$ cat src/rtl/core/dq_pkg.sv
`timescale 1ns / 1ps
// dq_pkg: shared types and fixed widths for the DCM to quaternion pipeline.
// No dependencies.
package dq_pkg;

  localparam int MAG_W  = 31;  // normalized magnitude, top bit at position 30
  localparam int NORM_P = 30;
  localparam int SQ_W   = 62;
  localparam int SUM_W  = 64;
  localparam int ROOT_W = 32;
  localparam int ROOT_STAGES = 32;

  localparam logic [1:0] PIV_X = 2'd0;
  localparam logic [1:0] PIV_Y = 2'd1;
  localparam logic [1:0] PIV_Z = 2'd2;
  localparam logic [1:0] PIV_W = 2'd3;

  typedef struct packed {
    logic [3:0] neg;
    logic [1:0] pivot;
    logic       degenerate;
  } dq_side_t;

endpackage

$ cat src/rtl/core/dq_front.sv
`timescale 1ns / 1ps
// dq_front: estimates, pivot choice, vector build and normalization (4 stages).
// Depends on dq_pkg.
module dq_front #(
  parameter int DATA_WIDTH = 16,
  parameter int FRAC_BITS  = 14
) (
  input  logic                                clk,
  input  logic                                rst_n,
  input  logic                                in_valid,
  input  logic [8:0][DATA_WIDTH-1:0]          m_i,
  output logic                                out_valid,
  output dq_pkg::dq_side_t                    out_side,
  output logic [3:0][dq_pkg::MAG_W-1:0]       out_mag
);
  import dq_pkg::*;

  localparam int BW  = (DATA_WIDTH > FRAC_BITS + 1) ? DATA_WIDTH : FRAC_BITS + 1;
  localparam int EW  = BW + 3;
  localparam int PW  = $clog2(EW);
  localparam int WW  = EW + MAG_W;
  localparam int SHW = $clog2(WW);

  // stage 1
  logic signed [EW-1:0] x [9];
  logic signed [EW-1:0] g, one;
  logic signed [EW-1:0] est_nxt [4];
  logic signed [EW-1:0] crs_nxt [6];
  logic signed [EW-1:0] est_r [4];
  logic signed [EW-1:0] crs_r [6];
  logic                 v1_r;

  always_comb begin
    for (int k = 0; k < 9; k++) begin
      x[k] = EW'($signed(m_i[k]));
    end
    one = EW'(1) <<< FRAC_BITS;
    g   = x[0] + x[4] + x[8];
    est_nxt[0] = one + (x[0] <<< 1) - g;
    est_nxt[1] = one + (x[4] <<< 1) - g;
    est_nxt[2] = one + (x[8] <<< 1) - g;
    est_nxt[3] = one + g;
    crs_nxt[0] = x[1] + x[3];
    crs_nxt[1] = x[6] + x[2];
    crs_nxt[2] = x[5] + x[7];
    crs_nxt[3] = x[5] - x[7];
    crs_nxt[4] = x[6] - x[2];
    crs_nxt[5] = x[1] - x[3];
  end

  always_ff @(posedge clk) begin
    if (!rst_n) begin
      v1_r <= 1'b0;
    end else begin
      v1_r <= in_valid;
    end
    est_r <= est_nxt;
    crs_r <= crs_nxt;
  end

  // stage 2: pivot and vector
  logic [1:0]           piv;
  logic signed [EW-1:0] pest;
  logic signed [EW-1:0] v [4];
  logic [EW-1:0]        mag2_nxt [4];
  dq_side_t             side2_nxt;
  logic [EW-1:0]        mag2_r [4];
  dq_side_t             side2_r;
  logic                 v2_r;

  always_comb begin
    piv  = PIV_X;
    pest = est_r[0];
    if (est_r[1] > pest) begin
      piv  = PIV_Y;
      pest = est_r[1];
    end
    if (est_r[2] > pest) begin
      piv  = PIV_Z;
      pest = est_r[2];
    end
    if (est_r[3] > pest) begin
      piv  = PIV_W;
      pest = est_r[3];
    end
    case (piv)
      PIV_X: begin
        v[0] = est_r[0]; v[1] = crs_r[0]; v[2] = crs_r[1]; v[3] = crs_r[3];
      end
      PIV_Y: begin
        v[0] = crs_r[0]; v[1] = est_r[1]; v[2] = crs_r[2]; v[3] = crs_r[4];
      end
      PIV_Z: begin
        v[0] = crs_r[1]; v[1] = crs_r[2]; v[2] = est_r[2]; v[3] = crs_r[5];
      end
      default: begin
        v[0] = crs_r[3]; v[1] = crs_r[4]; v[2] = crs_r[5]; v[3] = est_r[3];
      end
    endcase
    side2_nxt.pivot      = piv;
    side2_nxt.degenerate = !(pest > 0);
    for (int i = 0; i < 4; i++) begin
      side2_nxt.neg[i] = v[i][EW-1];
      mag2_nxt[i]      = v[i][EW-1] ? EW'(-v[i]) : EW'(v[i]);
    end
  end

  always_ff @(posedge clk) begin
    if (!rst_n) begin
      v2_r <= 1'b0;
    end else begin
      v2_r <= v1_r;
    end
    mag2_r  <= mag2_nxt;
    side2_r <= side2_nxt;
  end

  // stage 3: leading one of the largest magnitude
  logic [EW-1:0]  orv;
  logic [PW-1:0]  lead;
  logic           shl3_nxt;
  logic [SHW-1:0] amt3_nxt;
  logic [EW-1:0]  mag3_r [4];
  dq_side_t       side3_r;
  logic           shl3_r;
  logic [SHW-1:0] amt3_r;
  logic           v3_r;

  always_comb begin
    orv  = mag2_r[0] | mag2_r[1] | mag2_r[2] | mag2_r[3];
    lead = '0;
    for (int i = 0; i < EW; i++) begin
      if (orv[i]) lead = PW'(i);
    end
    if (int'(lead) > NORM_P) begin
      shl3_nxt = 1'b0;
      amt3_nxt = SHW'(int'(lead) - NORM_P);
    end else begin
      shl3_nxt = 1'b1;
      amt3_nxt = SHW'(NORM_P - int'(lead));
    end
  end

  always_ff @(posedge clk) begin
    if (!rst_n) begin
      v3_r <= 1'b0;
    end else begin
      v3_r <= v2_r;
    end
    mag3_r  <= mag2_r;
    side3_r <= side2_r;
    shl3_r  <= shl3_nxt;
    amt3_r  <= amt3_nxt;
  end

  // stage 4: shift
  logic [WW-1:0]              wide [4];
  logic [3:0][MAG_W-1:0]      mag4_nxt;

  always_comb begin
    for (int i = 0; i < 4; i++) begin
      wide[i] = WW'(mag3_r[i]);
      if (shl3_r) begin
        wide[i] = wide[i] << amt3_r;
      end else begin
        wide[i] = wide[i] >> amt3_r;
      end
      mag4_nxt[i] = wide[i][MAG_W-1:0];
    end
  end

  always_ff @(posedge clk) begin
    if (!rst_n) begin
      out_valid <= 1'b0;
    end else begin
      out_valid <= v3_r;
    end
    out_mag  <= mag4_nxt;
    out_side <= side3_r;
  end

endmodule

$ cat config.mk
export PLATFORM = sky130hd
export DESIGN_NAME = dq_front
export DESIGN_NICKNAME = d
export VERILOG_FILES = /design/src/rtl/core/dq_pkg.sv /design/src/rtl/core/dq_front.sv
export SDC_FILE = /design/constraint.sdc
export NUM_CORES = 2
export LEC_CHECK = 0
export BUFFER_PORTS_ARGS = -buffer_cell sky130_fd_sc_hd__buf_4
export CAP_MARGIN = 25
export CELL_PAD_IN_SITES_DETAIL_PLACEMENT = 1
export CELL_PAD_IN_SITES_GLOBAL_PLACEMENT = 2
export CORE_MARGIN = 5
export CORE_UTILIZATION = 33
export DETAILED_ROUTE_END_ITERATION = 7
export GPL_ROUTABILITY_DRIVEN = 0
export PLACE_DENSITY = 0.83
export SYNTH_ARGS = -nofsm -noshare
export SYNTH_HDL_FRONTEND = slang
export SYNTH_SLANG_ARGS = --single-unit
$ cat constraint.sdc
create_clock -name clk -period 8.6 [get_ports clk]
set_clock_uncertainty 0.2 [all_clocks]
set_input_delay 1.72 -clock clk [delete_from_list [all_inputs] [get_ports clk]]
set_output_delay 1.72 -clock clk [all_outputs]
set_load 0.01 [all_outputs]
Yosys cells after proc, flatten, opt, wreduce, memory -nomap -nowiden
Index checks and enable logic that the tools add are counted.
Widths: inputs -> output; s select.
{ "classes": {"addsub": 21, "magnitude_cmp": 5, "n_eq_ne": 2, "n_shift": 8, "muxes": 35, "bitwise_logic": 3, "reduce_logical": 2} }
{ "ops": {"columns": ["op", "n"], "rows": [
  ["$pmux 76 s3", 1],
  ["$mux 31", 4],
  ["$shl 19x6->31", 4],
  ["$shr 19x6->31", 4],
  ["$mux 5", 17],
  ["$neg 19->19", 4],
  ["$mux 18", 4],
  ["$add 16x16->17", 4],
  ["$gt 19x19->1", 3],
  ["$mux 19", 3],
  ["$or 19x19->19", 3],
  ["$sub 18x18->19", 3],
  ["$add 16x17->18 const A", 3],
  ["$sub 16x16->17", 3],
  ["$add 16x18->19 const A", 1],
  ["$gt 19x1->1 const B", 1],
  ["$add 17x16->18", 1],
  ["$mux 6", 1],
  ["$sub 5x5->6 const A", 1],
  ["$sub 5x5->6 const B", 1],
  ["$gt 5x5->1 const B", 1],
  ["$mux 2", 2],
  ["$mux 1", 3],
  ["$eq 2x1->1 const B", 1],
  ["other kinds (3)", 3]
]} }
{ "totals": {"reg_bits": 486, "in_bits": 147, "output_inout_bits": 132, "wordCells": 117} }

Logic depth before layout (Yosys ltp)
{ "depth": {"ltp_word": 23, "depth_mapped": 48, "ltp_nobuf": 39} }

Worst setup path before layout
No wires, ideal clock.
{ "synth_timing": {"path_type": "register to register", "startpoint": "reg est_r[73] (netlist name)", "endpoint": "reg mag2_r[35] (netlist name)", "setup_time_ns": 0.072, "arrival_time_ns": 9.068, "t_required_ns": 8.328, "setup_slack_ns": -0.740, "stages_incl_launch_ff": 48, "path_buffers": 10, "synth_period_minus_slack_ns": 9.340, "cell_sequence": "dfxtp_1 > inv_1 > ha_1 > nand4_2 > nor4_4 > nand4_1 > o21a_1 > nand2_1 > clkbuf_1 > clkbuf_1 > clkbuf_1 > nand2_1 > and2_1 > ha_1 > clkbuf_2 > nand2_1 > nor3_1 > and3_1 > (+12 left out) > a21oi_1 > nor2b_1 > a2111oi_0 > nand3_1 > and4b_1 > or3_1 > buf_2 > buf_2 > clkbuf_1 > o221ai_1 > a2bb2oi_1 > inv_1 > ha_1 > nand2_1 > nor3_2 > and2_1 > a41oi_1 > xor2_1"} }
{ "synth_rtl": {"columns": ["item", "line_no", "text"], "rows": [
  ["start, declared", "dq_front.sv:29", "logic signed [EW-1:0] est_r [4];"],
  ["start signal, assigned", "dq_front.sv:57", "est_r <= est_nxt;"],
  ["end signal, assigned", "dq_front.sv:114", "mag2_r <= mag2_nxt;"],
  ["end, declared", "dq_front.sv:67", "logic [EW-1:0] mag2_r [4];"]
]} }

==> flow_summary.html <==
<table>
<tr><th>Metric</th><th>Value</th></tr>
<tr><th colspan="2">Layout</th></tr>
<tr><td>Nets</td><td>roughly 4300</td></tr>
<tr><td>Fraction of layout cells with a size suffix above 1</td><td>~16%</td></tr>
<tr><td>Count of placed standard cells in the final layout, fillers left out</td><td>around 5100</td></tr>
<tr><td>Area growth, synth to finish</td><td>18.3%</td></tr>
<tr><td>Fill count</td><td>~11000</td></tr>
<tr><th colspan="2">Synth</th></tr>
<tr><td>Fraction of registers with async set/reset</td><td>0%</td></tr>
<tr><td>Most instantiated library cell after synthesis</td><td>sky130_fd_sc_hd__dfxtp_1</td></tr>
<tr><td>Number of enable-type register cells in the synthesized netlist</td><td>0</td></tr>
<tr><td>Post-Synth Simple-Gate Area</td><td>between 15 and 20%</td></tr>
<tr><td>Leading cell types by total area after synthesis</td><td>sky130_fd_sc_hd__dfxtp_1, sky130_fd_sc_hd__ha_1, sky130_fd_sc_hd__nor2_1, sky130_fd_sc_hd__o21ai_0, sky130_fd_sc_hd__mux2i_1</td></tr>
<tr><td>Share of the yosys chip area belonging to registers</td><td>31.4%</td></tr>
<tr><td>Post-synthesis compound-gate area fraction</td><td>21.5%</td></tr>
<tr><td>Cell taking the most area after synthesis</td><td>sky130_fd_sc_hd__dfxtp_1</td></tr>
<tr><td>Netlist area before placement</td><td>around 31000 sq um</td></tr>
<tr><td>Synthesized-area fraction occupied by adder cells</td><td>around 13%</td></tr>
<tr><td>Xor and xnor fraction of the mapped netlist area</td><td>under 10%</td></tr>
<tr><td>Fraction of synthesized area in multiplexers</td><td>between 8 and 9%</td></tr>
<tr><td>Main combinational cell family by area after synthesis</td><td>compound AO/OA/AOI/OAI gates</td></tr>
<tr><td>Synthesis-stage register bit count</td><td>480</td></tr>
<tr><td>Proportion of netlist area held by the largest area contributor</td><td>between 30% and 40%</td></tr>
<tr><td>Commonest cells in the synthesized netlist</td><td>sky130_fd_sc_hd__dfxtp_1, sky130_fd_sc_hd__nor2_1, sky130_fd_sc_hd__nand2_1, sky130_fd_sc_hd__ha_1, sky130_fd_sc_hd__o21ai_0</td></tr>
<tr><td>Post-synthesis cell count</td><td>roughly 3600</td></tr>
<tr><td>Number of warning messages in the yosys log</td><td>0</td></tr>
<tr><td>Syn nets</td><td>a little over 4000</td></tr>
<tr><td>Yosys cell types</td><td>between 90 and 100</td></tr>
<tr><td>Mapped Avg Cell Area</td><td>around 8.5 sq um</td></tr>
<tr><td>Commonest register cell after synthesis</td><td>sky130_fd_sc_hd__dfxtp_1</td></tr>
<tr><th colspan="2">Global route</th></tr>
<tr><td>Number of global-route vias before repair</td><td>29100</td></tr>
<tr><td>Global-route wire length before repair</td><td>182 mm</td></tr>
<tr><td>Initial antenna violation count</td><td>2</td></tr>
<tr><td>Global-route usage over all layers</td><td>between 20% and 30%</td></tr>
<tr><td>Congestion Overflow GR</td><td>0</td></tr>
<tr><td>Maximum number of pins on one net before global-route repair</td><td>90</td></tr>
<tr><th colspan="2">Timing</th></tr>
<tr><td>Clock period minus worst slack</td><td>between 8 and 9 ns</td></tr>
<tr><td>Final slew viol count</td><td>0</td></tr>
<tr><td>Finish-stage setup viols</td><td>0</td></tr>
<tr><td>Final setup slack of the worst path</td><td>slightly above 0.4 ns</td></tr>
<tr><td>Fin crit share</td><td>a little over nine tenths</td></tr>
<tr><td>Transition time at the pin with the least slew margin</td><td>around 1.0 ns</td></tr>
<tr><td>Worst-case headroom to the max-slew limit</td><td>between 20% and 30%</td></tr>
<tr><td>Final worst hold slack</td><td>about 0.11 ns</td></tr>
<tr><td>Number of hold-slack violations in the final timing report</td><td>0</td></tr>
<tr><td>Timing-limited maximum frequency</td><td>between 0.1 and 0.15 GHz</td></tr>
<tr><th colspan="2">Detailed routing</th></tr>
<tr><td>Wire length reported by the detailed router</td><td>~120 mm</td></tr>
<tr><td>Routed via count divided by cell count</td><td>5.53</td></tr>
<tr><td>Average wire per standard cell</td><td>roughly 24 um</td></tr>
<tr><td>Residual DRC count</td><td>0</td></tr>
<tr><td>Number of DRC markers in iteration 0</td><td>around 2100</td></tr>
<tr><td>Post-detailed-route count of antenna-violating nets</td><td>0</td></tr>
<tr><td>Count of TritonRoute iterations in the first routing pass</td><td>6</td></tr>
<tr><td>Via count of the routed design</td><td>around 28000</td></tr>
<tr><th colspan="2">Place</th></tr>
<tr><td>HPWL after DPL</td><td>roughly 100 mm</td></tr>
<tr><td>Pre-CTS worst setup slack</td><td>-0.0722 ns</td></tr>
<tr><td>Number of placed instances, taps included</td><td>~5000</td></tr>
<tr><td>Port Buffer Count</td><td>278</td></tr>
<tr><th colspan="2">Critical path</th></tr>
<tr><td>CP Data Required Time</td><td>between 8 and 9 ns</td></tr>
<tr><td>Critical Path Start Type</td><td>flop</td></tr>
<tr><td>Worst Setup End Kind</td><td>flop</td></tr>
<tr><td>Crit path largest cell delay</td><td>roughly 0.52 ns</td></tr>
<tr><td>Critical Path AT</td><td>8.53 ns</td></tr>
<tr><td>Critical R2R Capture</td><td>mag2_r[36]</td></tr>
<tr><td>Cell with the largest stage delay on the worst path</td><td>sky130_fd_sc_hd__or4_1</td></tr>
<tr><td>Worst reg-to-reg path cell count</td><td>38</td></tr>
<tr><td>Launch point of the worst reg-to-reg path</td><td>est_r[73]</td></tr>
<tr><td>Cell with the most instances on the worst path</td><td>sky130_fd_sc_hd__o21a_1</td></tr>
<tr><td>Register-to-Register Setup Slack</td><td>around 0.40 ns</td></tr>
<tr><td>Setup CP Type</td><td>reg -&gt; reg</td></tr>
<tr><td>Biggest fanout along the worst timing path</td><td>22</td></tr>
<tr><th colspan="2">Floorplan</th></tr>
<tr><td>Die X</td><td>between 300 and 400 um</td></tr>
<tr><td>Starting Density</td><td>33.3%</td></tr>
<tr><td>Height of the die</td><td>315 um</td></tr>
<tr><td>IO Count</td><td>279</td></tr>
<tr><td>Number of placement rows</td><td>approximately 110</td></tr>
<tr><td>Die Area</td><td>roughly 99000 sq um</td></tr>
<tr><td>Area of the placeable core</td><td>91800 sq um</td></tr>
<tr><th colspan="2">Worst hold path</th></tr>
<tr><td>Type of the worst min-delay path</td><td>reg -&gt; reg</td></tr>
<tr><td>Hold_sp</td><td>side2_r[3]</td></tr>
<tr><td>Number of cells traversed by the worst hold path</td><td>0</td></tr>
<tr><td>Endpoint of the worst hold-timing path</td><td>side3_r[3]</td></tr>
<tr><th colspan="2">Clock network</th></tr>
<tr><td>Latest clock arrival within the worst-skew pair</td><td>0.63 ns</td></tr>
<tr><td>Number of buffers added by the clock tree synthesis step</td><td>52</td></tr>
<tr><td>CTS max path bufs</td><td>3</td></tr>
<tr><td>Clock slew seen by the registers of the worst setup and hold paths</td><td>about 0.060 ns</td></tr>
<tr><td>Number of H-tree levels</td><td>2</td></tr>
<tr><td>TritonCTS clock tree</td><td>built</td></tr>
<tr><td>Clk Tree Root Cell</td><td>sky130_fd_sc_hd__clkbuf_16</td></tr>
<tr><td>Number of clock sinks</td><td>480</td></tr>
<tr><th colspan="2">Run</th></tr>
<tr><td>Count of maximum capacitance violations</td><td>0</td></tr>
<tr><th colspan="2">Run status</th></tr>
<tr><td>Outcome</td><td>finished, final reports clean</td></tr>
</table>
layer usage:
layer  track usage, %  part of all wire, %
met5                0               0.0090
met4             12.2                  6.1
met3             2.89                  5.6
met2             41.2                   48
met1             29.2                   41
critical path, delay by kind of cell, from the launching register on:
family                   cells  cell delay [ns]
adder cells (fa/ha/maj)      3             0.87
AO/OA/AOI/OAI               13             2.28
XOR/XNOR                     1             0.16
buffers and inverters        5             0.74
flip-flops                   1             0.42
AND/OR/NAND/NOR             16             3.43
layout by cell type (no fill, tap or decap), types with 11 or more instances in the layout:
cell,synthesis,layout
sky130_fd_sc_hd__dfxtp_1,480,476
sky130_fd_sc_hd__buf_4,9,387
sky130_fd_sc_hd__nor2_1,379,378
sky130_fd_sc_hd__nand2_1,277,275
sky130_fd_sc_hd__ha_1,275,274
sky130_fd_sc_hd__o21ai_0,272,267
sky130_fd_sc_hd__inv_1,234,234
sky130_fd_sc_hd__a21oi_1,229,229
sky130_fd_sc_hd__mux2i_1,129,129
sky130_fd_sc_hd__xnor2_1,119,119
sky130_fd_sc_hd__o22ai_1,93,93
sky130_fd_sc_hd__o211ai_1,62,62
sky130_fd_sc_hd__nand2b_1,55,55
sky130_fd_sc_hd__xor2_1,55,55
sky130_fd_sc_hd__clkbuf_16,0,52
sky130_fd_sc_hd__nand3_1,52,51
sky130_fd_sc_hd__o21bai_1,47,47
sky130_fd_sc_hd__nor3_1,45,41
sky130_fd_sc_hd__mux4_2,41,41
sky130_fd_sc_hd__a211oi_1,38,38
sky130_fd_sc_hd__nor4_1,35,33
sky130_fd_sc_hd__and3_1,31,31
sky130_fd_sc_hd__mux2_2,29,29
sky130_fd_sc_hd__a21o_1,27,27
sky130_fd_sc_hd__fa_1,26,26
sky130_fd_sc_hd__a31oi_1,25,25
sky130_fd_sc_hd__a21boi_0,25,25
sky130_fd_sc_hd__a22oi_1,22,22
sky130_fd_sc_hd__nor2b_1,22,21
sky130_fd_sc_hd__o21ai_1,16,20
sky130_fd_sc_hd__and2_1,18,18
sky130_fd_sc_hd__nand4_1,18,18
sky130_fd_sc_hd__a311oi_1,18,18
sky130_fd_sc_hd__o21a_1,15,15
sky130_fd_sc_hd__or4_1,14,14
sky130_fd_sc_hd__a22o_1,12,12
sky130_fd_sc_hd__a2bb2oi_1,13,12
sky130_fd_sc_hd__clkbuf_1,130,12
sky130_fd_sc_hd__o22a_1,11,11
sky130_fd_sc_hd__o31ai_1,11,11
cells by family after synthesis:
family,count (synthesis)
other cells,2
simple gates,1000
xor+xnor,174
flops,480
compound gates,1021
fa+ha+maj,301
mux,199
buf+inv,430
worst max-delay path by stage:
stage | cells past startpoint | slack (ns) | from | endpoint
after floorplan | 47 | 0.01 | est_r[73] | mag2_r[35]
after global placement | 38 | 0.1 | est_r[75] | mag2_r[73]
after detailed placement | 35 | -0.07 | est_r[73] | mag2_r[54]
after CTS | 39 | 0.02 | est_r[75] | mag2_r[73]
after global routing | 39 | -0.01 | est_r[61] | mag2_r[17]
final | 38 | 0.40 | est_r[73] | mag2_r[36]
state kept, by name (all words and copies together) (netlist names):
| name | count |
|---|---|
| out_valid | 1 |
| out_mag | 124 |
| mag3_r | 76 |
| v1_r | 1 |
| amt3_r | 6 |
| v2_r | 1 |
| mag2_r | 76 |
| shl3_r | 1 |
| side3_r | 7 |
| est_r | 73 |
| v3_r | 1 |
| out_side | 7 |
| crs_r | 99 |
| side2_r | 7 |
per-stage QoR:
| stage | TNS [ns] | area, sq um | util [%] |
|---|---|---|---|
| 3_3_place_gp | 0 | 34300 | 37.4 |
| 6_report | 0 | 36200 | 39.4 |
| 2_1_floorplan | 0 | 30600 | - |
| 3_5_place_dp | -0.324 | 34300 | 37.4 |
| 5_1_grt | -0.0193 | 36200 | 39.4 |
| 4_1_cts | 0 | 36100 | 39.3 |
area by class of cell:
cell class	count	area (sq um)	area share, %
antenna	1	2.50	0.00691
inverter	239	898	2.48
clock inverter	22	294	0.812
sequential	480	9620	26.6
multi-input combinational	2698	19400	53.6
timing repair buffer	392	2990	8.24
clock buffer	71	1440	3.98
tap	1243	1560	4.29
timing repair:
action | CTS | global route
gates cloned | 1 | 0
hold buffers | 0 | 0
gates resized for setup | 5 | 20
pin swaps | 1 | 10
setup endpoints to repair | 21 | 73
setup buffers | 0 | 5
Power is not shown: default switching activity piles up to over one toggle a cycle in this logic, so the estimate is an artifact.
